==> src/kda_pkg.sv <==
// kda_pkg: shared types, constants and key table for the key debounce block
// no dependencies
package kda_pkg;

  localparam int NUM_KEYS  = 12;
  localparam int KEY_W     = 4;
  localparam int TIME_W    = 48;
  localparam int INTV_W    = 24;
  localparam int ADDR_W    = 4;
  localparam int DATA_W    = 32;
  localparam int WHITE_FIRST = 6;
  localparam logic [KEY_W-1:0] WHITE_OFFSET = 4'd6;

  // register index codes
  localparam logic [1:0] REG_VERSUS    = 2'd0;
  localparam logic [1:0] REG_DEBOUNCE  = 2'd1;
  localparam logic [1:0] REG_LONGPRESS = 2'd2;
  localparam logic [1:0] REG_REPEAT    = 2'd3;

  // reset values of the timing registers
  localparam logic [INTV_W-1:0] DEBOUNCE_RST  = 24'd25000;
  localparam logic [INTV_W-1:0] LONGPRESS_RST = 24'd180000;
  localparam logic [INTV_W-1:0] REPEAT_RST    = 24'd80000;

  typedef struct packed {
    logic [NUM_KEYS-1:0] raw_keys;
    logic [TIME_W-1:0]   now_us;
  } poll_word_t;

  typedef struct packed {
    logic [KEY_W-1:0] key_code;
    logic [KEY_W-1:0] key_index;
    logic             is_repeat;
    logic             last;
  } evt_word_t;

  // timing settings shared by all lanes
  typedef struct packed {
    logic [INTV_W-1:0] debounce_us;
    logic [INTV_W-1:0] longpress_us;
    logic [INTV_W-1:0] repeat_us;
  } timing_cfg_t;

  // what one lane found for the current poll
  typedef struct packed {
    logic emit;
    logic is_repeat;
  } lane_evt_t;

  // base code per key: up,down,left,right,enter,back then up,down,right,left,enter,back
  function automatic logic [KEY_W-1:0] base_code(input logic [KEY_W-1:0] idx);
    logic [KEY_W-1:0] c;
    case (idx)
      4'd0:    c = 4'd0;
      4'd1:    c = 4'd1;
      4'd2:    c = 4'd2;
      4'd3:    c = 4'd3;
      4'd4:    c = 4'd4;
      4'd5:    c = 4'd5;
      4'd6:    c = 4'd0;
      4'd7:    c = 4'd1;
      4'd8:    c = 4'd3;
      4'd9:    c = 4'd2;
      4'd10:   c = 4'd4;
      4'd11:   c = 4'd5;
      default: c = 4'd0;
    endcase
    return c;
  endfunction

  // final code with the white-side shift in versus mode
  function automatic logic [KEY_W-1:0] code_for(input logic [KEY_W-1:0] idx,
                                                input logic versus);
    logic [KEY_W-1:0] c;
    c = base_code(idx);
    if (versus && (idx >= KEY_W'(WHITE_FIRST))) begin
      c = c + WHITE_OFFSET;
    end
    return c;
  endfunction

endpackage

==> src/kda_lane.sv <==
// kda_lane: debounce and auto-repeat state and decision for one key
// depends on kda_pkg
module kda_lane
  import kda_pkg::*;
(
  input  logic              clk,
  input  logic              rst,
  input  logic              load,
  input  logic              raw,
  input  logic [TIME_W-1:0] now_us,
  input  timing_cfg_t       timing,
  output lane_evt_t         found
);

  logic              raw_seen;
  logic              debounced;
  logic [TIME_W-1:0] edge_time;
  logic [TIME_W-1:0] press_time;
  logic [TIME_W-1:0] repeat_time;

  logic              changed;
  logic [TIME_W-1:0] since_edge;
  logic [TIME_W-1:0] since_press;
  logic [TIME_W-1:0] since_repeat;
  logic              settled;
  logic              accept_level;
  logic              repeat_due;

  // elapsed times, each wrapping modulo 2^48
  assign changed      = raw != raw_seen;
  assign since_edge   = changed ? '0 : (now_us - edge_time);
  assign since_press  = now_us - press_time;
  assign since_repeat = now_us - repeat_time;

  assign settled      = since_edge >= {{(TIME_W-INTV_W){1'b0}}, timing.debounce_us};
  assign accept_level = settled && (raw != debounced);
  assign repeat_due   = settled && !accept_level && debounced && (press_time != '0)
                     && (since_press  >= {{(TIME_W-INTV_W){1'b0}}, timing.longpress_us})
                     && (since_repeat >= {{(TIME_W-INTV_W){1'b0}}, timing.repeat_us});

  // event for this poll
  always_comb begin
    found.emit      = (accept_level && raw) || repeat_due;
    found.is_repeat = repeat_due;
  end

  // key state update on poll accept
  always_ff @(posedge clk) begin
    if (rst) begin
      raw_seen    <= 1'b0;
      debounced   <= 1'b0;
      edge_time   <= '0;
      press_time  <= '0;
      repeat_time <= '0;
    end else if (load) begin
      if (changed) begin
        raw_seen  <= raw;
        edge_time <= now_us;
      end
      if (accept_level) begin
        debounced <= raw;
        if (raw) begin
          press_time  <= now_us;
          repeat_time <= now_us;
        end else begin
          press_time  <= '0;
          repeat_time <= '0;
        end
      end else if (repeat_due) begin
        repeat_time <= now_us;
      end
    end
  end

endmodule

==> config.mk <==
export PLATFORM = sky130hd
export DESIGN_NAME = kda_lane
export DESIGN_NICKNAME = d
export VERILOG_FILES = /design/src/kda_pkg.sv /design/src/kda_lane.sv
export SDC_FILE = /design/constraint.sdc
export NUM_CORES = 1
export LEC_CHECK = 0
export ABC_AREA = 1
export BUFFER_PORTS_ARGS = -buffer_cell sky130_fd_sc_hd__clkbuf_2
export CELL_PAD_IN_SITES_DETAIL_PLACEMENT = 0
export CELL_PAD_IN_SITES_GLOBAL_PLACEMENT = 1
export CORE_MARGIN = 2
export CORE_UTILIZATION = 43
export DETAILED_ROUTE_END_ITERATION = 7
export PLACE_DENSITY_LB_ADDON = 0.1
export SETUP_SLACK_MARGIN = 0.05
export SLEW_MARGIN = 10
export SYNTH_ARGS = -nofsm -noshare
export SYNTH_HDL_FRONTEND = slang
export SYNTH_SLANG_ARGS = --single-unit
==> constraint.sdc <==
create_clock -name clk -period 4.6 [get_ports clk]
set_clock_uncertainty 0.1 [all_clocks]
set_input_delay 0.46 -clock clk [delete_from_list [all_inputs] [get_ports clk]]
set_output_delay 0.46 -clock clk [all_outputs]
set_load 0.01 [all_outputs]
==> results of run 1 <==
-- power groups by stage --
stage / Combinational [mW] / Sequential, mW / Clock [mW]
2_1_floorplan: 1.98 / 1.42 / 0
3_3_place_gp: 3.00 / 1.43 / 0
3_5_place_dp: 3.04 / 1.43 / 0
4_1_cts: 3.13 / 1.40 / 1.44
5_1_grt: 3.66 / 1.42 / 1.50
6_report: 3.29 / 1.41 / 1.42
-- repair_timing --
item	in CTS	in global routing
gates resized for setup	46	64
setup endpoints to repair	2	99
endpoints found under the hold margin	0	0
cloned	0	7
setup buffers	15	5
pin swaps	17	25
-- cells in the final DEF (no fill, tap or decap), types with 4 or more instances in the layout --
| cell type | synthesis | layout |
|---|---|---|
| nand2_1 | 1121 | 1101 |
| inv_1 | 631 | 623 |
| nor2_1 | 358 | 348 |
| a21oi_1 | 326 | 313 |
| ha_1 | 213 | 198 |
| buf_4 | 8 | 172 |
| nand3_1 | 167 | 162 |
| dfxtp_1 | 146 | 141 |
| o21ai_0 | 135 | 130 |
| clkbuf_2 | 0 | 123 |
| nand4_1 | 42 | 42 |
| xor2_1 | 40 | 39 |
| a21oi_2 | 20 | 32 |
| nand3b_1 | 30 | 30 |
| nor3_1 | 29 | 28 |
| o21bai_1 | 29 | 27 |
| xnor2_1 | 24 | 23 |
| clkbuf_16 | 0 | 21 |
| nand2_2 | 4 | 19 |
| nor4_1 | 17 | 16 |
| nor2_2 | 6 | 15 |
| buf_12 | 0 | 14 |
| a31oi_1 | 9 | 9 |
| ha_4 | 0 | 9 |
| inv_2 | 2 | 8 |
| o21ai_1 | 4 | 7 |
| nand3_2 | 2 | 7 |
| buf_6 | 5 | 7 |
| a21o_1 | 6 | 6 |
| ha_2 | 0 | 6 |
| clkinvlp_4 | 0 | 5 |
| dfxtp_2 | 0 | 5 |
| nand2_4 | 0 | 4 |
| o21bai_2 | 2 | 4 |
| o21a_1 | 4 | 4 |
| o211ai_1 | 4 | 4 |
-- per-stage QoR --
step                setup WS, ps  util [%]  cells  hold WS (ps)  setup TNS [ps]
global route              -350.7     52.14   4344         245.9           -6342
CTS                       -185.3     51.29   4334         219.6          -351.6
finish                    -145.5     52.14   4344         243.4          -258.4
floorplan                  758.3         -   3464         333.1               0
detailed placement        -347.3     49.25   4287         351.7          -27560
global placement          -307.7     49.25   4287         342.3          -19540
-- layout make-up --
| cell class | count | area [sq um] |
|---|---|---|
| Clock buffer | 18 | 439.2 |
| Clock inverter | 14 | 146.4 |
| Fill cell | 4793 | 21120 |
| Inverter | 635 | 2389 |
| Multi-Input combinational cell | 2617 | 13960 |
| Sequential cell | 146 | 2929 |
| Tap cell | 592 | 740.7 |
| Timing Repair Buffer | 322 | 2399 |
-- registers in the layout, summed over array words and instances, names as in the netlist --
signal       flops
raw_seen         1
debounced        1
repeat_time     48
edge_time       48
press_time      48
-- worst max-delay path, delay by kind of cell (launching register included) --
kind            cells  cell delay, ps
compound gates      6             840
simple gates       13            1190
xor+xnor            1             250
flops               1             340
buf+inv             5             550
fa+ha+maj           2             520
-- layer usage --
metal | vias up | part of all wire [%] | global-route usage, %
met1 | 10532 | 42 | 39.96
met4 | 2 | 5.1 | 16.41
li1 | 11498 | - | -
met5 | - | 0.010 | 0
met2 | 687 | 47 | 57.23
met3 | 176 | 5.4 | 3.989
-- path summary, 6_finish.rpt --
kind	end	start	slack (ps)	cells past startpoint
setup / recovery	found[1]	repeat_time[4]	-150	27
hold / removal	press_time[34]	now_us[34]	240	3
setup reg to reg	repeat_time[23]	repeat_time[4]	70	32
hold reg to reg	edge_time[26]	edge_time[26]	360	2
-- kinds of logic after synthesis --
kind of cell	count (synthesis)	synth area share, %
adders and majority gates	216	14.18
DFF	146	15.21
xor gates and xnor gates	64	2.918
buffers and inverters	701	14.13
AOI/OAI and AO/OA	552	15.67
and+or+nand+nor	1785	37.88
==> impl_metrics.yaml, run 1 <==
status:
  status: "finished, violations left"
  violations: "setup timing"
timing:
  hold_viol: 0
  drv_slew: 0
  period_share_pct: 103.2
  setup_violations: 2
  min_period_ps: 4745
  setup_ws_ps: -145.5
  slew-limit-headroom_pct: 38.63
  tightest_slew_ps: 920.6
  timing.fmax_mhz: 210.7
  rsz0062_at_grt: "true"
floorplanning:
  start_util_pct: 43.54
  pin_count: 126
  dieArea_sq_um: 46390
  die_h_microns: 215.4
  rows: 77
  coreArea_sq_um: 44120
  fp.dieW_microns: 215.4
pwr:
  pwr-share-comb_pct: 53.8
  clkPwrFrac_pct: 23.2
  peakVddDrop_v: 0.0002265
  leakagePower_nw: 11.86
  power_density_nw_per_um2: 266.0
  swShare_pct: 44.68
  power_mw: 6.120
  p_int_mw: 3.386
  netSwitchingPower_mw: 2.735
  p_seq_share_pct: 23.0
placed_design:
  post_dp_cell_area_sq_um: 21730
  place_hpwl_microns: 64710
  portBuffers: 125
  place_congestion: 1.021
job:
  drv_cap: 0
synth:
  ys_types: 47
  yosysTopAreaCell: "nand2_1"
  synth_area_leaders: "nand2_1, dfxtp_1, ha_1"
  yosysWarnings: 0
  synthFlopType: "dfxtp_1"
  synth_edf_count: 0
  netlist_instances: 3464
  syn_nets: 3804
  avgSynthCellArea_sq_um: 5.546
  synth_most_common_cell: "nand2_1"
  yosysTopAreaCellShare_pct: 21.90
  synth-seq-area-share_pct: 15.21
  async_flop_share_pct: 0
  synthesis.area_sq_um: 19210
  synthTopCellsByCount: "nand2_1, inv_1, nor2_1"
  ys_seq_elements: 146
layout:
  syn_to_final_growth_pct: 19.75
  fin_area_sq_um: 23010
  nNetsFinal: 4079
  antenna_cells: 0
  drive_above_1_share_pct: 12.82
setup_path:
  max_stage_delay_ps: 340
  arrival_ps: 4190
  path_class: "flop to output pin"
  cpMaxStageDelayCell: "dfxtp_2"
  start_kind: "flop"
  crit_fanout: 3
  end_kind: "output pin"
  worstPathRequired_ps: 4040
  critPathMostFrequentCell: "nand2_2"
drt:
  viasPerCell: 5.270
  drtAntennaViolNets: 0
  totalWireLength_microns: 77280
  drc: 0
  vias: 22895
  drtIter0Drc: 1658
  routedWlPerCell_microns: 17.79
  drtPass1Iterations: 6
clock_network:
  clock_sinks: 146
  clk_path_buf_depth: 2
  hold_buffers: 0
  path_clk_slew_ps: 70
  numCtsBuffers: 17
  cts_tree: "yes"
  htreeDepth: 4
  clk-insertion-delay-late_ps: 480
  clock-root-buffer: "clkbuf_16"
global_routing:
  grt_pass1_vias: 22000
  grt_start_max_net_pins: 88
  grt_usage_pct: 32.88
  grt_pass1_wl_microns: 118600
  antenna_found_initial: 1
  globalRouteOverflowTotal: 0
hold_path:
  hold_path.class: "input pin to flop"
Power figures use the tool's default switching activity.
==> inputs of run 2 (changes only) <==
--- a/config.mk
+++ b/config.mk
@@ -5,12 +5,12 @@
 export SDC_FILE = /design/constraint.sdc
 export NUM_CORES = 1
 export LEC_CHECK = 0
-export ABC_AREA = 1
+export ABC_AREA = 0
 export BUFFER_PORTS_ARGS = -buffer_cell sky130_fd_sc_hd__clkbuf_2
 export CELL_PAD_IN_SITES_DETAIL_PLACEMENT = 0
 export CELL_PAD_IN_SITES_GLOBAL_PLACEMENT = 1
 export CORE_MARGIN = 2
-export CORE_UTILIZATION = 43
+export CORE_UTILIZATION = 45
 export DETAILED_ROUTE_END_ITERATION = 7
 export PLACE_DENSITY_LB_ADDON = 0.1
 export SETUP_SLACK_MARGIN = 0.05
==> run 2 against run 1 <==
The flow still finishes with violations (setup timing). First-iteration DRC count shrank 13%. Register-to-register slack got worse by 1100 ps. Wire length is 15% lower. Utilization is 13 points higher. Critical path depth decreased by 4.
==> impl_metrics.yaml, run 2 <==
pwr:
  netSwitchingPower_mw: 2.390
  p_seq_share_pct: 23.2
  leakagePower_nw: 10.58
  power_density_nw_per_um2: 261.2
  swShare_pct: 39.48
  pwr-share-comb_pct: 54.6
  clkPwrFrac_pct: 22.2
  p_int_mw: 3.663
  peakVddDrop_v: 0.0002140
  power_mw: 6.052
setup_path:
  start_kind: "flop"
  cpMaxStageDelayCell: "dfxtp_2"
  max_stage_delay_ps: 340
  end_kind: "output pin"
  path_cells: "inv_2 -> ha_4 -> nor2b_4 -> o31a_1 -> o21a_1 -> nor2_2 -> nor2_2 -> a21oi_2 -> xor2_1 -> nor2_1 -> ha_1 -> a21o_1 -> a21o_1 -> a221o_1 -> a31o_2 -> a211oi_4 -> nand4_1 -> nor4_2 -> and4_1 -> nand4_1 -> nand2_2 -> a21oi_1 -> buf_2"
  worstPathRequired_ps: 4040
  r2r_slack_ps: -1050
  arrival_ps: 5130
  crit_fanout: 3
  path_class: "flop to output pin"
clock_network:
  htreeDepth: 4
  path_clk_slew_ps: 70
  clk-insertion-delay-late_ps: 440
  cts_tree: "yes"
  hold_buffers: 0
  clk_path_buf_depth: 2
  clock_sinks: 146
  clock-root-buffer: "clkbuf_16"
  numCtsBuffers: 17
synth:
  synthMuxAreaShare_pct: 1.199
  synthFlopType: "dfxtp_1"
  ys_types: 81
  yosysTopAreaCellShare_pct: 17.84
  synth_most_common_cell: "a21oi_1"
  synth-compound-area-share_pct: 30.97
  netlist_instances: 2301
  synthTopCellsByCount: "a21oi_1, nand2_1, inv_1"
  avgSynthCellArea_sq_um: 7.120
  synth_top_family_by_area: "compound AO/OA/AOI/OAI gates"
  yosysWarnings: 0
  synth-adder-area-share_pct: 16.63
  synthSimpleGateAreaFrac_pct: 20.02
  ys_seq_elements: 146
  async_flop_share_pct: 0
  synth_area_leaders: "dfxtp_1, ha_1, a21oi_1"
  yosysTopAreaCell: "dfxtp_1"
  synth-seq-area-share_pct: 17.84
  synth_edf_count: 0
  syn_nets: 2641
  synthesis.area_sq_um: 16380
  synth-xor-area-share_pct: 4.758
global_routing:
  globalRouteOverflowTotal: 0
  grt_start_max_net_pins: 49
  grt_pass1_wl_microns: 99350
  grt_usage_pct: 32.71
  grt_pass1_vias: 19020
  antenna_found_initial: 1
drt:
  drtAntennaViolNets: 0
  drc: 0
  viasPerCell: 5.667
  totalWireLength_microns: 65800
  routedWlPerCell_microns: 19.05
  vias: 19580
  drtPass1Iterations: 7
  drtIter0Drc: 1449
floorplanning:
  coreArea_sq_um: 35740
  rows: 69
  fp.dieW_microns: 194.8
  dieArea_sq_um: 37950
  die_h_microns: 194.8
  start_util_pct: 45.84
  pin_count: 126
timing:
  timing.fmax_mhz: 175.9
  min_period_ps: 5686
  rsz0062_at_grt: "true"
  setup-tns-final_ps: -94090
  slew-limit-headroom_pct: 17.64
  tightest_slew_ps: 1231
  setup_ws_ps: -1086
  setup_violations: 99
  drv_slew: 0
  period_share_pct: 123.6
  hold_viol: 0
status:
  status: "finished, violations left"
  violations: "setup timing"
layout:
  fill_cells: 3232
  syn_to_final_growth_pct: 41.42
  reg_top3: "edge_time: 48 flops, press_time: 48 flops, repeat_time: 48 flops"
  drive_above_1_share_pct: 29.69
  nNetsFinal: 3322
  antenna_cells: 0
  layout_commonest_cell: "buf_4"
  final_cell_mix: "buf_4, nand2_1, a21oi_1"
placed_design:
  place_hpwl_microns: 53040
  place_congestion: 0.9702
  portBuffers: 125
job:
  drv_cap: 0
hold_path:
  hold_path.class: "input pin to flop"
[run 2: changes by cell type in the layout (fill, tap and decap cells not counted), moves of 41 or more]
cell,change
nor2_1,-201
a21o_1,+41
inv_1,-374
buf_4,+430
a21oi_1,-47
nand2_1,-825
a22o_1,+95
nand3_1,-122
[run 2: area by class of cell]
class / instances / area, sq um / area share, %
Multi-Input combinational cell: 1804 / 12410 / 53.57
Timing Repair Buffer: 759 / 5729 / 24.73
Sequential cell: 146 / 2930 / 12.65
Inverter: 254 / 969.7 / 4.185
Tap cell: 461 / 576.8 / 2.490
Clock buffer: 19 / 442.9 / 1.912
Clock inverter: 12 / 108.9 / 0.4698
[run 2: final timing paths]
| check | start | to | cells past startpoint |
|---|---|---|---|
| max | edge_time[1] | found[1] | 23 |
| min | now_us[39] | repeat_time[39] | 2 |
| max reg2reg | repeat_time[0] | repeat_time[4] | 32 |
| min reg2reg | edge_time[15] | edge_time[15] | 2 |
[run 2: logic make-up (layout without fill, tap and decap cells)]
family / count (synthesis) / count (layout)
compound gates: 784 / 784
xor+xnor: 89 / 89
fa+ha+maj: 216 / 216
buf+inv: 351 / 1044
flops: 146 / 146
mux: 19 / 19
simple gates: 696 / 696
[run 2: routing by layer]
layer,vias up,GRT usage (%),wire length [microns]
li1,9672,-,-
met1,9109,43.23,28660
met2,671,55.56,30900
met3,126,3.627,3823
met4,2,10.69,2407
met5,-,0,17
[run 2: repair_timing]
| item | CTS | global route |
|---|---|---|
| gates cloned | 0 | 14 |
| endpoints found under the hold margin | 0 | 0 |
| pin swaps | 74 | 49 |
| endpoints found under the setup margin | 99 | 99 |
| setup buffers | 11 | 14 |
| gates resized for setup | 41 | 47 |
[run 2: stage by stage]
step	cells	setup WS [ps]	cell area, sq um	hold WS, ps	utilization [%]
finish	3455	-1086	23170	255.1	64.82
global route	3455	-1306	23170	272.1	64.82
CTS	3427	-985.3	22600	233.5	63.22
detailed placement	3385	-1196	21840	348.1	61.10
global placement	3385	-1207	21840	341.6	61.10
floorplan	2301	-266.0	16530	336.3	-
[run 2: critical path: cells and delay by family (launching register included)]
kind / cells / cell delay (ps)
flops: 1 / 340
xor+xnor: 1 / 200
compound gates: 9 / 1920
simple gates: 9 / 1480
fa+ha+maj: 2 / 540
buf+inv: 2 / 200
[run 2: power by group through the flow]
stage	sequential [mW]	combinational [mW]	clock (mW)
after floorplan	1.41	1.70	0
after global placement	1.42	3.00	0
after detailed placement	1.43	3.06	0
after CTS	1.40	3.13	1.36
after global routing	1.41	3.61	1.40
final	1.40	3.30	1.34
