$ cat src/kda_pkg.sv
// kda_pkg: shared types, constants and key table for the key debounce block
// no dependencies
package kda_pkg;

  localparam int NUM_KEYS  = 12;
  localparam int KEY_W     = 4;
  localparam int TIME_W    = 48;
  localparam int INTV_W    = 24;
  localparam int ADDR_W    = 4;
  localparam int DATA_W    = 32;
  localparam int WHITE_FIRST = 6;
  localparam logic [KEY_W-1:0] WHITE_OFFSET = 4'd6;

  // register index codes
  localparam logic [1:0] REG_VERSUS    = 2'd0;
  localparam logic [1:0] REG_DEBOUNCE  = 2'd1;
  localparam logic [1:0] REG_LONGPRESS = 2'd2;
  localparam logic [1:0] REG_REPEAT    = 2'd3;

  // reset values of the timing registers
  localparam logic [INTV_W-1:0] DEBOUNCE_RST  = 24'd25000;
  localparam logic [INTV_W-1:0] LONGPRESS_RST = 24'd180000;
  localparam logic [INTV_W-1:0] REPEAT_RST    = 24'd80000;

  typedef struct packed {
    logic [NUM_KEYS-1:0] raw_keys;
    logic [TIME_W-1:0]   now_us;
  } poll_word_t;

  typedef struct packed {
    logic [KEY_W-1:0] key_code;
    logic [KEY_W-1:0] key_index;
    logic             is_repeat;
    logic             last;
  } evt_word_t;

  // timing settings shared by all lanes
  typedef struct packed {
    logic [INTV_W-1:0] debounce_us;
    logic [INTV_W-1:0] longpress_us;
    logic [INTV_W-1:0] repeat_us;
  } timing_cfg_t;

  // what one lane found for the current poll
  typedef struct packed {
    logic emit;
    logic is_repeat;
  } lane_evt_t;

  // base code per key: up,down,left,right,enter,back then up,down,right,left,enter,back
  function automatic logic [KEY_W-1:0] base_code(input logic [KEY_W-1:0] idx);
    logic [KEY_W-1:0] c;
    case (idx)
      4'd0:    c = 4'd0;
      4'd1:    c = 4'd1;
      4'd2:    c = 4'd2;
      4'd3:    c = 4'd3;
      4'd4:    c = 4'd4;
      4'd5:    c = 4'd5;
      4'd6:    c = 4'd0;
      4'd7:    c = 4'd1;
      4'd8:    c = 4'd3;
      4'd9:    c = 4'd2;
      4'd10:   c = 4'd4;
      4'd11:   c = 4'd5;
      default: c = 4'd0;
    endcase
    return c;
  endfunction

  // final code with the white-side shift in versus mode
  function automatic logic [KEY_W-1:0] code_for(input logic [KEY_W-1:0] idx,
                                                input logic versus);
    logic [KEY_W-1:0] c;
    c = base_code(idx);
    if (versus && (idx >= KEY_W'(WHITE_FIRST))) begin
      c = c + WHITE_OFFSET;
    end
    return c;
  endfunction

endpackage

$ cat src/kda_merge.sv
// kda_merge: collects lane events and sends them out in key order with last flag
// depends on kda_pkg
module kda_merge
  import kda_pkg::*;
(
  input  logic                 clk,
  input  logic                 rst,
  input  logic                 load,
  input  lane_evt_t [NUM_KEYS-1:0] found,
  input  logic                 versus_mode,
  output logic                 busy,
  output logic                 evt_valid,
  input  logic                 evt_stall,
  output evt_word_t            evt
);

  logic [NUM_KEYS-1:0] pend;
  logic [NUM_KEYS-1:0] rep_mask;
  logic [NUM_KEYS-1:0] pick;
  logic [NUM_KEYS-1:0] rest;
  logic [KEY_W-1:0]    pick_idx;
  logic                take;

  // lowest pending key goes first
  assign pick = pend & (~pend + NUM_KEYS'(1));
  assign rest = pend & ~pick;

  always_comb begin
    pick_idx = '0;
    for (int i = 0; i < NUM_KEYS; i++) begin
      if (pick[i]) begin
        pick_idx = KEY_W'(i);
      end
    end
  end

  assign take = !evt_valid || !evt_stall;
  assign busy = pend != '0;

  // pending masks
  always_ff @(posedge clk) begin
    if (rst) begin
      pend <= '0;
    end else if (load) begin
      for (int i = 0; i < NUM_KEYS; i++) begin
        pend[i] <= found[i].emit;
      end
    end else if (take) begin
      pend <= rest;
    end
  end

  always_ff @(posedge clk) begin
    if (load) begin
      for (int i = 0; i < NUM_KEYS; i++) begin
        rep_mask[i] <= found[i].emit && found[i].is_repeat;
      end
    end
  end

  // output word register
  always_ff @(posedge clk) begin
    if (rst) begin
      evt_valid <= 1'b0;
    end else if (take) begin
      evt_valid <= busy;
    end
  end

  always_ff @(posedge clk) begin
    if (take && busy) begin
      evt.key_code  <= code_for(pick_idx, versus_mode);
      evt.key_index <= pick_idx;
      evt.is_repeat <= rep_mask[pick_idx];
      evt.last      <= rest == '0;
    end
  end

  // a new poll only lands on an empty pending mask
  a_load_empty: assert property (@(posedge clk) disable iff (rst)
    load |-> pend == '0)
    else $error("poll loaded while events still pending");

  // a word marked last leaves nothing behind
  a_last_drains: assert property (@(posedge clk) disable iff (rst)
    (take && busy && rest == '0) |=> (evt_valid && evt.last && pend == '0))
    else $error("last flag does not match drained mask");

  // pending keys drain one a cycle when output is free
  a_drain_step: assert property (@(posedge clk) disable iff (rst)
    (busy && take && !load) |=> $countones(pend) == $countones($past(pend)) - 1)
    else $error("pending mask did not drop one key");

endmodule

$ cat config.mk
export PLATFORM = sky130hd
export DESIGN_NAME = kda_merge
export DESIGN_NICKNAME = d
export VERILOG_FILES = /design/src/kda_pkg.sv /design/src/kda_merge.sv
export SDC_FILE = /design/constraint.sdc
export NUM_CORES = 1
export LEC_CHECK = 0
export ABC_AREA = 1
export CAP_MARGIN = 20
export CORE_UTILIZATION = 25
export CTS_BUF_LIST = sky130_fd_sc_hd__clkbuf_4 sky130_fd_sc_hd__clkbuf_8
export DETAILED_ROUTE_END_ITERATION = 10
export DONT_BUFFER_PORTS = 1
export GPL_TIMING_DRIVEN = 0
export HOLD_SLACK_MARGIN = 0.1
export PLACE_DENSITY = 0.39
export SLEW_MARGIN = 20
export SYNTH_ARGS = -nofsm -noshare
export SYNTH_HDL_FRONTEND = slang
export SYNTH_SLANG_ARGS = --single-unit
export TNS_END_PERCENT = 100
$ cat constraint.sdc
create_clock -name clk -period 2.6 [get_ports clk]
set_input_delay 0.26 -clock clk [delete_from_list [all_inputs] [get_ports clk]]
set_output_delay 0.26 -clock clk [all_outputs]
set_load 0.005 [all_outputs]
==> results of run 1 <==
-- Yosys cell counts --
| cell type | count |
|---|---|
| o2111ai_1 | 1 |
| a21oi_1 | 4 |
| nand3_4 | 2 |
| o21ai_0 | 4 |
| clkbuf_1 | 3 |
| nor2_4 | 5 |
| edfxtp_1 | 22 |
| ha_1 | 2 |
| or2_2 | 2 |
| nand2_1 | 71 |
| xor2_1 | 1 |
| o21ai_1 | 2 |
| nor2_1 | 17 |
| a31oi_1 | 9 |
| o21ai_2 | 1 |
| dfxtp_1 | 13 |
| nand2_4 | 1 |
| nand4_4 | 2 |
| nand3_1 | 10 |
| nand2_2 | 4 |
| o31ai_1 | 1 |
| nand3_2 | 6 |
| inv_2 | 5 |
| o211ai_1 | 2 |
| inv_1 | 42 |
| nor3_1 | 2 |
| buf_6 | 1 |
| nor2_8 | 1 |
| nor2_2 | 2 |
| nand4_1 | 7 |
-- power by group through the flow --
stage / registers (mW) / clock network, mW / logic (mW)
floorplan: 0.708 / 0 / 0.206
global placement: 0.716 / 0 / 0.263
detailed placement: 0.717 / 0 / 0.261
CTS: 0.705 / 0.448 / 0.269
global route: 0.712 / 0.457 / 0.302
finish: 0.703 / 0.427 / 0.261
-- routing by layer --
| layer | wire length (µm) | GRT usage, % |
|---|---|---|
| met5 | 0 | 0 |
| met4 | 38 | 3.31 |
| met3 | 173 | 2.90 |
| met1 | 2510 | 17.3 |
| met2 | 2060 | 17.8 |
-- state kept, by name, summed over array words and instances, names as in the netlist --
register   cells
evt_valid      1
pend          12
rep_mask      12
evt           10
-- final cells by class --
| type | count | area, µm² | area share (%) |
|---|---|---|---|
| sequential | 35 | 921 | 40.9 |
| inverter | 47 | 176 | 7.83 |
| buffer | 4 | 22.5 | 1.00 |
| timing repair buffer | 2 | 20.0 | 0.889 |
| clock inverter | 1 | 5.00 | 0.222 |
| tap | 102 | 128 | 5.67 |
| clock buffer | 7 | 90.1 | 4.00 |
| multi-input combinational | 159 | 890 | 39.5 |
-- cells by family after synthesis --
kind of cell | count (synthesis) | synth area share, %
AND/OR/NAND/NOR | 132 | 35.3
buffers and inverters | 51 | 9.90
flip-flops | 35 | 45.8
AO/OA/AOI/OAI | 24 | 7.29
adder cells (fa/ha/maj) | 2 | 1.25
XOR/XNOR | 1 | 0.436
-- worst max-delay path by stage --
stage	end	depth (start not counted)	slack, ns
final	evt[7]	11	0.61
after global routing	evt[1]	6	0.39
after CTS	evt[2]	6	0.52
after detailed placement	evt[2]	6	0.55
after global placement	evt[2]	6	0.55
after floorplan	evt[7]	11	0.80
-- metrics by stage --
step / total power [mW] / hold WS, ns / std cells
2_1_floorplan: 0.914 / 0.329 / 245
3_3_place_gp: 0.978 / 0.335 / 347
3_5_place_dp: 0.978 / 0.334 / 347
4_1_cts: 1.42 / 0.112 / 357
5_1_grt: 1.47 / 0.131 / 357
6_report: 1.39 / 0.127 / 357
-- critical path, stage by stage, from the launching register on --
cell and delay (ns):
dfxtp_1 0.36, nor2_1 0.15, nand2_2 0.12, nor2_4 0.20, nand3_2 0.22, nand3_4 0.18, inv_1 0.06, ha_1 0.18
nand2_1 0.08, nand2_2 0.05, nand2_2 0.08, xor2_1 0.07
==> run metrics, run 1 <==
switching share of power=29.5%; GP Congestion=0.770; initial antenna violation count=0; Port Buffer Count=0; Worst slew margin=39.3%; Power Density=618 mW/mm²; DRT antenna net count=0; sequential fraction of design power=50.5%; Comb power frac=18.8%; die height=slightly above 90 µm; final count of negative-setup-slack endpoints=0; Die X=between 90 and 100 µm; Starting Density=25.9%; Worst Tran Pin Value=0.907 ns; Detailed Place HPWL=roughly 3600 µm; crit path from=pend[3]; total grt overflow=0; Syn Nets=about 280; Worst R2R Path Depth=11; largest net degree at the start of global routing=13; worst setup slack after layout=just over 0.6 ns; hold depth=3; # nets final=285; MaxCap Viol Count=0; FILL cells=849; LEAKAGE=1.02 nW; clk buf depth=2; Seq/Total Area, Yosys=between 40% and 50%; synth warn=0; clock sinks=35; Placed Area=0.00214 mm²; via count=1565; CTS tree=built; worst min-delay path class=input pin to flip-flop; Inserted Clock Buffers=5; Slew Limit Fails=0; Worst IR Drop VDD=0.236 mV; Area Overhead vs Synth=12.1%; GRT Total Usage=12.0%; outcome=complete, no violations; drt wl/cell=13.4 µm; CP endpoint kind=flip-flop; synthesized cell area=0.00201 mm²; RSZ-0062 raised after global routing=false; WL final=approximately 4800 µm; CTS H-tree lvls=2; Pre-antenna DRT Iters=4; Tmin final=1.99 ns; Critical Path RT=2.64 ns; worst reg2reg path endpoint=evt[7]; Final Hold Fails=0; Setup Skew=slightly above 0.008 ns; fmax=~0.5 GHz; worst-path fanout max=8; DRT iter0 DRCs=73; library cells used by synthesis=30; Clock Latency Late Sink=0.28 ns; DP Worst Slack=0.545 ns; Synth top area share=32.9%; Clock Power Share=30.7%; CP Launch Type=flip-flop; WHS Endpoint=pend[2]; vias in the first global route=1466; most common library cell in the layout ignoring fill and taps=nand2_1; Avg Cell Area, Syn=8.20 µm²; HP Start=rst; cts hold-fix bufs=2; Final period util=76.7%; Internal=between 0.9 and 1 mW; post-route cell area=0.00225 mm²; first-pass GRT wire length=7650 µm; synth top area cells=edfxtp_1 (33%), nand2_1 (13%), dfxtp_1 (13%); most frequent cells in the layout=nand2_1 (71), inv_1 (42), edfxtp_1 (22); Die Footprint=0.00840 mm²; R2R setup slack=0.61 ns; WP data arrival=2.04 ns; Gate Count Post-Synth=around 250; Clock Pin Slew Worst Setup and Hold Paths=roughly 0.08 ns; setup TNS=0 ns; NetSw=just over 0.4 mW; vias per cell=4.38; layout cells sized above 1=approximately 16%; worst setup path class=flip-flop to flip-flop; CTS root buf=clkbuf_8; flops & latches, synth=35; final core occ=29.0%; # rows=32; DR DRC count=0; Ports=41; # diodes=0; post-CTS sizing=0; core area=0.00777 mm²; leading area contributor after synthesis=edfxtp_1; setup repair bufs after CTS=0; RR Startpoint=pend[3]
Note: power is estimated with default switching activity, not from simulation.
==> run 2, diff against run 1 <==
Settings changed: PLACE_DENSITY 0.39 to 0.41.
Clock period 2.6 ns to 1.6 ns, I/O delays scaled along.
==> run metrics, run 2 (synthesis results as in run 1) <==
outcome=finished with violations; violated checks=negative setup slack; Slew Limit Fails=0; MaxCap Viol Count=0; LEAKAGE=1.25 nW; Pre-antenna DRT Iters=4; cell total after placement=about 350; non-filler cells, final=395; fmax=around 0.56 GHz; WHS Endpoint=evt[9]; Die X=91.7 µm; # rows=32; CTS H-tree lvls=2; Port Buffer Count=0; critical path cell sequence=nor2_4, nand2_4, nor2_4, nand4_4, nand4_4, ha_4, nand2_2, nand2_2, nand2_4, xor2_1; Worst Tran Pin Value=0.625 ns; CP endpoint kind=flip-flop; Setup Skew=0.00800 ns; Top Registers=pend (12), rep_mask (12), evt (10); DR DRC count=0; first-pass GRT wire length=7910 µm; sequential fraction of design power=between 40 and 50%; FILL cells=between 800 and 900; CTS root buf=clkbuf_8; switching share of power=~30%; Worst R2R Path Depth=10; Crit-path slowest cell=dfxtp_4; vias in the first global route=1619; Ports=41; core area=a little under 0.008 mm²; Inserted Clock Buffers=5; CP peak stage delay=about 0.37 ns; most common library cell in the layout ignoring fill and taps=nand2_1; Clock Latency Late Sink=0.28 ns; GP Congestion=0.760; die height=91.7 µm; Worst IR Drop VDD=0.429 mV; CP bufs+invs=0; Power Density=between 900 and 1000 mW/mm²; GRT Total Usage=between 10% and 20%; worst-path fanout max=5; drt wl/cell=12.8 µm; largest net degree at the start of global routing=15; clk buf depth=2; Detailed Place HPWL=3610 µm; DRT iter0 DRCs=57; R2R setup slack=-0.20 ns; most frequent cells in the layout=nand2_1 (59), inv_1 (40), dlygate4sd3_1 (26); DRT antenna net count=0; Internal=around 1.8 mW; Fin Hold WS=between 0.1 and 0.15 ns; Final period util=113%; vias per cell=4.39; Area Overhead vs Synth=40.5%; worst setup path class=flip-flop to flip-flop; final core occ=36.3%; # diodes=0; setup TNS=-0.854 ns; worst min-delay path class=input pin to flip-flop; CP Launch Type=flip-flop; CTS tree=built; via count=around 1.7k; # nets final=323; Worst slew margin=58.3%; RR Startpoint=pend[0]; layout cells sized above 1=between 30% and 40%; Clock Power Share=between 30% and 40%; hold depth=2; worst reg2reg path endpoint=evt[7]; Die Footprint=0.00840 mm²; NetSw=0.753 mW; Final Hold Fails=0; clock sinks=35; HP Start=versus_mode; RSZ-0062 raised after global routing=true; WP data arrival=1.84 ns; Starting Density=25.9%; WL final=about 5000 µm; Clock Pin Slew Worst Setup and Hold Paths=~0.080 ns; Tmin final=1.80 ns; delay-heaviest family, CP=simple AND/OR/NAND/NOR gates; Critical Path RT=1.64 ns; initial antenna violation count=0; total grt overflow=0; final count of negative-setup-slack endpoints=6; Comb power frac=25.1%; worst setup slack after layout=-0.201 ns
## run 2: worst register-to-register path, delay by kind of cell, from the launching register on
family	cells	cell delay [ns]
xor+xnor	1	0.16
fa+ha+maj	1	0.13
flops	1	0.37
simple gates	8	0.91
## run 2: worst max path at each step
stage	startpoint	endpoint	slack [ns]	cells after the start
after floorplan	pend[8]	evt[7]	-0.15	11
after global placement	pend[9]	evt[3]	-0.39	6
after detailed placement	pend[9]	evt[2]	-0.40	6
after CTS	pend[1]	evt[7]	-0.27	13
after global routing	pend[0]	evt[7]	-0.28	10
final	pend[0]	evt[7]	-0.20	10
## run 2: layout make-up
cell class / count / area (µm²) / share of cell area [%]
inverter: 47 / 176 / 6.25
buffer: 4 / 27.5 / 0.975
sequential: 35 / 946 / 33.5
clock inverter: 3 / 38.8 / 1.37
timing repair buffer: 40 / 390 / 13.8
clock buffer: 5 / 68.8 / 2.44
tap: 102 / 128 / 4.52
multi-input combinational: 159 / 1050 / 37.1
## run 2: what timing repair did
| item | 4_1_cts | 5_1_grt |
|---|---|---|
| pin swaps | 14 | 20 |
| gates resized for setup | 12 | 38 |
| endpoints found under the hold margin | 37 | 1 |
| buffers inserted | 7 | 6 |
| hold buffers | 26 | 1 |
| endpoints found under the setup margin | 18 | 17 |
| gates cloned | 0 | 0 |
## run 2: through the flow
| stage | worst slack (ns) | cell area [µm²] | power, mW |
|---|---|---|---|
| floorplan | -0.154 | 2030 | 1.50 |
| global placement | -0.395 | 2160 | 1.60 |
| detailed placement | -0.405 | 2160 | 1.61 |
| CTS | -0.266 | 2620 | 2.50 |
| global route | -0.277 | 2820 | 2.71 |
| finish | -0.201 | 2820 | 2.57 |
## run 2: power groups by stage
stage	registers (mW)	clock network (mW)	logic (mW)
finish	1.15	0.782	0.645
detailed placement	1.17	0	0.440
global placement	1.17	0	0.439
CTS	1.15	0.806	0.549
floorplan	1.15	0	0.347
global route	1.16	0.837	0.715
## run 2: layer usage
layer | GRT usage (%) | part of all wire (%) | up-vias
met3 | 2.99 | 3.4 | 5
met2 | 19.2 | 46 | 49
met1 | 17.1 | 50 | 793
met4 | 2.78 | 0.77 | 0
met5 | 0 | 0 | -
li1 | - | - | 889
==> run 3, diff against run 2 <==
Settings changed: CORE_ASPECT_RATIO from default to 0.6.
==> run metrics, run 3 (synthesis results as in run 1) <==
critical path cell sequence=nor2_4, nand3_2, nor2_4, nand3_4, buf_6, nand4_4, ha_4, nand2_2, nand2_2, nand2_4, xor2_1; DRT iter0 DRCs=100; fmax=0.541 GHz; HP Start=load; delay-heaviest family, CP=simple AND/OR/NAND/NOR gates; layout cells sized above 1=28.3%; # rows=24; GRT Total Usage=between 10% and 20%; Setup Skew=0.0119 ns; Ports=41; Final period util=115%; Pre-antenna DRT Iters=4; Critical Path RT=1.65 ns; cell total after placement=349; R2R setup slack=-0.25 ns; LEAKAGE=1.21 nW; WP data arrival=about 1.9 ns; Final Hold Fails=0; Area Overhead vs Synth=36.2%; non-filler cells, final=around 400; final core occ=36.4%; Slew Limit Fails=0; total grt overflow=0; largest net degree at the start of global routing=15; Clock Latency Late Sink=approximately 0.3 ns; clock sinks=35; # diodes=0; Worst IR Drop VDD=0.394 mV; crit path from=pend[7]; most frequent cells in the layout=nand2_1 (66), inv_1 (39), dlygate4sd3_1 (26); RSZ-0062 raised after global routing=true; final count of negative-setup-slack endpoints=6; Starting Density=26.8%; vias in the first global route=1652; violated checks=negative setup slack; CTS tree=built; DR DRC count=0; DP Worst Slack=-0.460 ns; Power Density=roughly 900 mW/mm²; CP endpoint kind=flip-flop; clk buf depth=2; Die Footprint=0.00841 mm²; drt wl/cell=14.0 µm; worst-path fanout max=10; worst min-delay path class=input pin to flip-flop; most common library cell in the layout ignoring fill and taps=nand2_1; hold depth=4; outcome=finished with violations; die height=71.4 µm; Die X=118 µm; GP Congestion=0.809; Tmin final=1.85 ns; Top Registers=pend (12), rep_mask (12), evt (10); Detailed Place HPWL=4040 µm; core area=0.00751 mm²; vias per cell=4.40; Inserted Clock Buffers=5; CTS root buf=clkbuf_8; CP peak stage delay=0.38 ns; RR Startpoint=pend[7]; WL final=5560 µm; Crit-path slowest cell=dfxtp_2; FILL cells=~810; CTS H-tree lvls=2; worst reg2reg path endpoint=evt[7]; CP bufs+invs=1; WHS Endpoint=pend[2]; Port Buffer Count=0; # nets final=323; Clock Pin Slew Worst Setup and Hold Paths=around 0.080 ns; worst setup path class=flip-flop to flip-flop; DRT antenna net count=0; worst setup slack after layout=-0.247 ns; initial antenna violation count=0; Worst slew margin=54.5%; MaxCap Viol Count=0; instance count on the critical path=11; first-pass GRT wire length=8780 µm; setup TNS=-1.19 ns; Worst R2R Path Depth=11; CP Launch Type=flip-flop; Worst Tran Pin Value=0.683 ns; via count=1746
==> run 3: changes by cell type in the layout (fill, tap and decap cells not counted), sizes merged <==
cell / change
clkinvlp: +1
bufinv: -1
==> run 3: how the worst max path moves through the flow <==
stage,endpoint,slack [ns]
finish,evt[7],-0.25
global route,evt[7],-0.34
CTS,evt[7],-0.26
detailed placement,evt[0],-0.46
global placement,evt[0],-0.45
floorplan,evt[7],-0.15
==> run 3: layout make-up <==
| type | instances | area (µm²) | area share [%] |
|---|---|---|---|
| Tap cell | 104 | 130 | 4.76 |
| Buffer | 4 | 23.8 | 0.869 |
| Multi-Input combinational cell | 159 | 993 | 36.3 |
| Timing Repair Buffer | 40 | 378 | 13.8 |
| Sequential cell | 35 | 941 | 34.4 |
| Clock buffer | 5 | 68.8 | 2.51 |
| Clock inverter | 3 | 20.0 | 0.732 |
| Inverter | 47 | 181 | 6.63 |
==> run 3: per-layer routing <==
| layer | track usage, % | part of all wire, % | vias to the layer above |
|---|---|---|---|
| met3 | 3.98 | 5.3 | 4 |
| met5 | 0 | 0 | - |
| met1 | 21.0 | 55 | 804 |
| met4 | 3.42 | 0.68 | 0 |
| li1 | - | - | 887 |
| met2 | 18.8 | 39 | 51 |
==> run 3: tightest hold or removal path, stage by stage <==
cell and delay [ns]:
nand2_1 0.05, o211ai_1 0.08, nand2_1 0.05, inv_1 0.04
==> run 3: power breakdown <==
part	internal [mW]	switching [mW]	leakage (nW)
Sequential	1.08	0.0671	0.332
Clock	0.304	0.373	0.0418
Combinational	0.262	0.353	0.834
Total	1.65	0.792	1.21
==> run 3: stage by stage <==
stage / hold slack, ns / instance area [µm²] / power (mW)
after CTS: 0.101 / 2620 / 2.41
after detailed placement: 0.225 / 2160 / 1.62
after floorplan: 0.222 / 2030 / 1.50
after global routing: 0.137 / 2740 / 2.57
final: 0.103 / 2740 / 2.44
after global placement: 0.224 / 2160 / 1.61
==> run 3: what timing repair did <==
action	CTS	global route
hold endpoints to repair	37	5
pin swaps	14	18
setup endpoints to repair	20	17
setup buffers	8	5
hold buffers	26	1
resized for setup	15	21
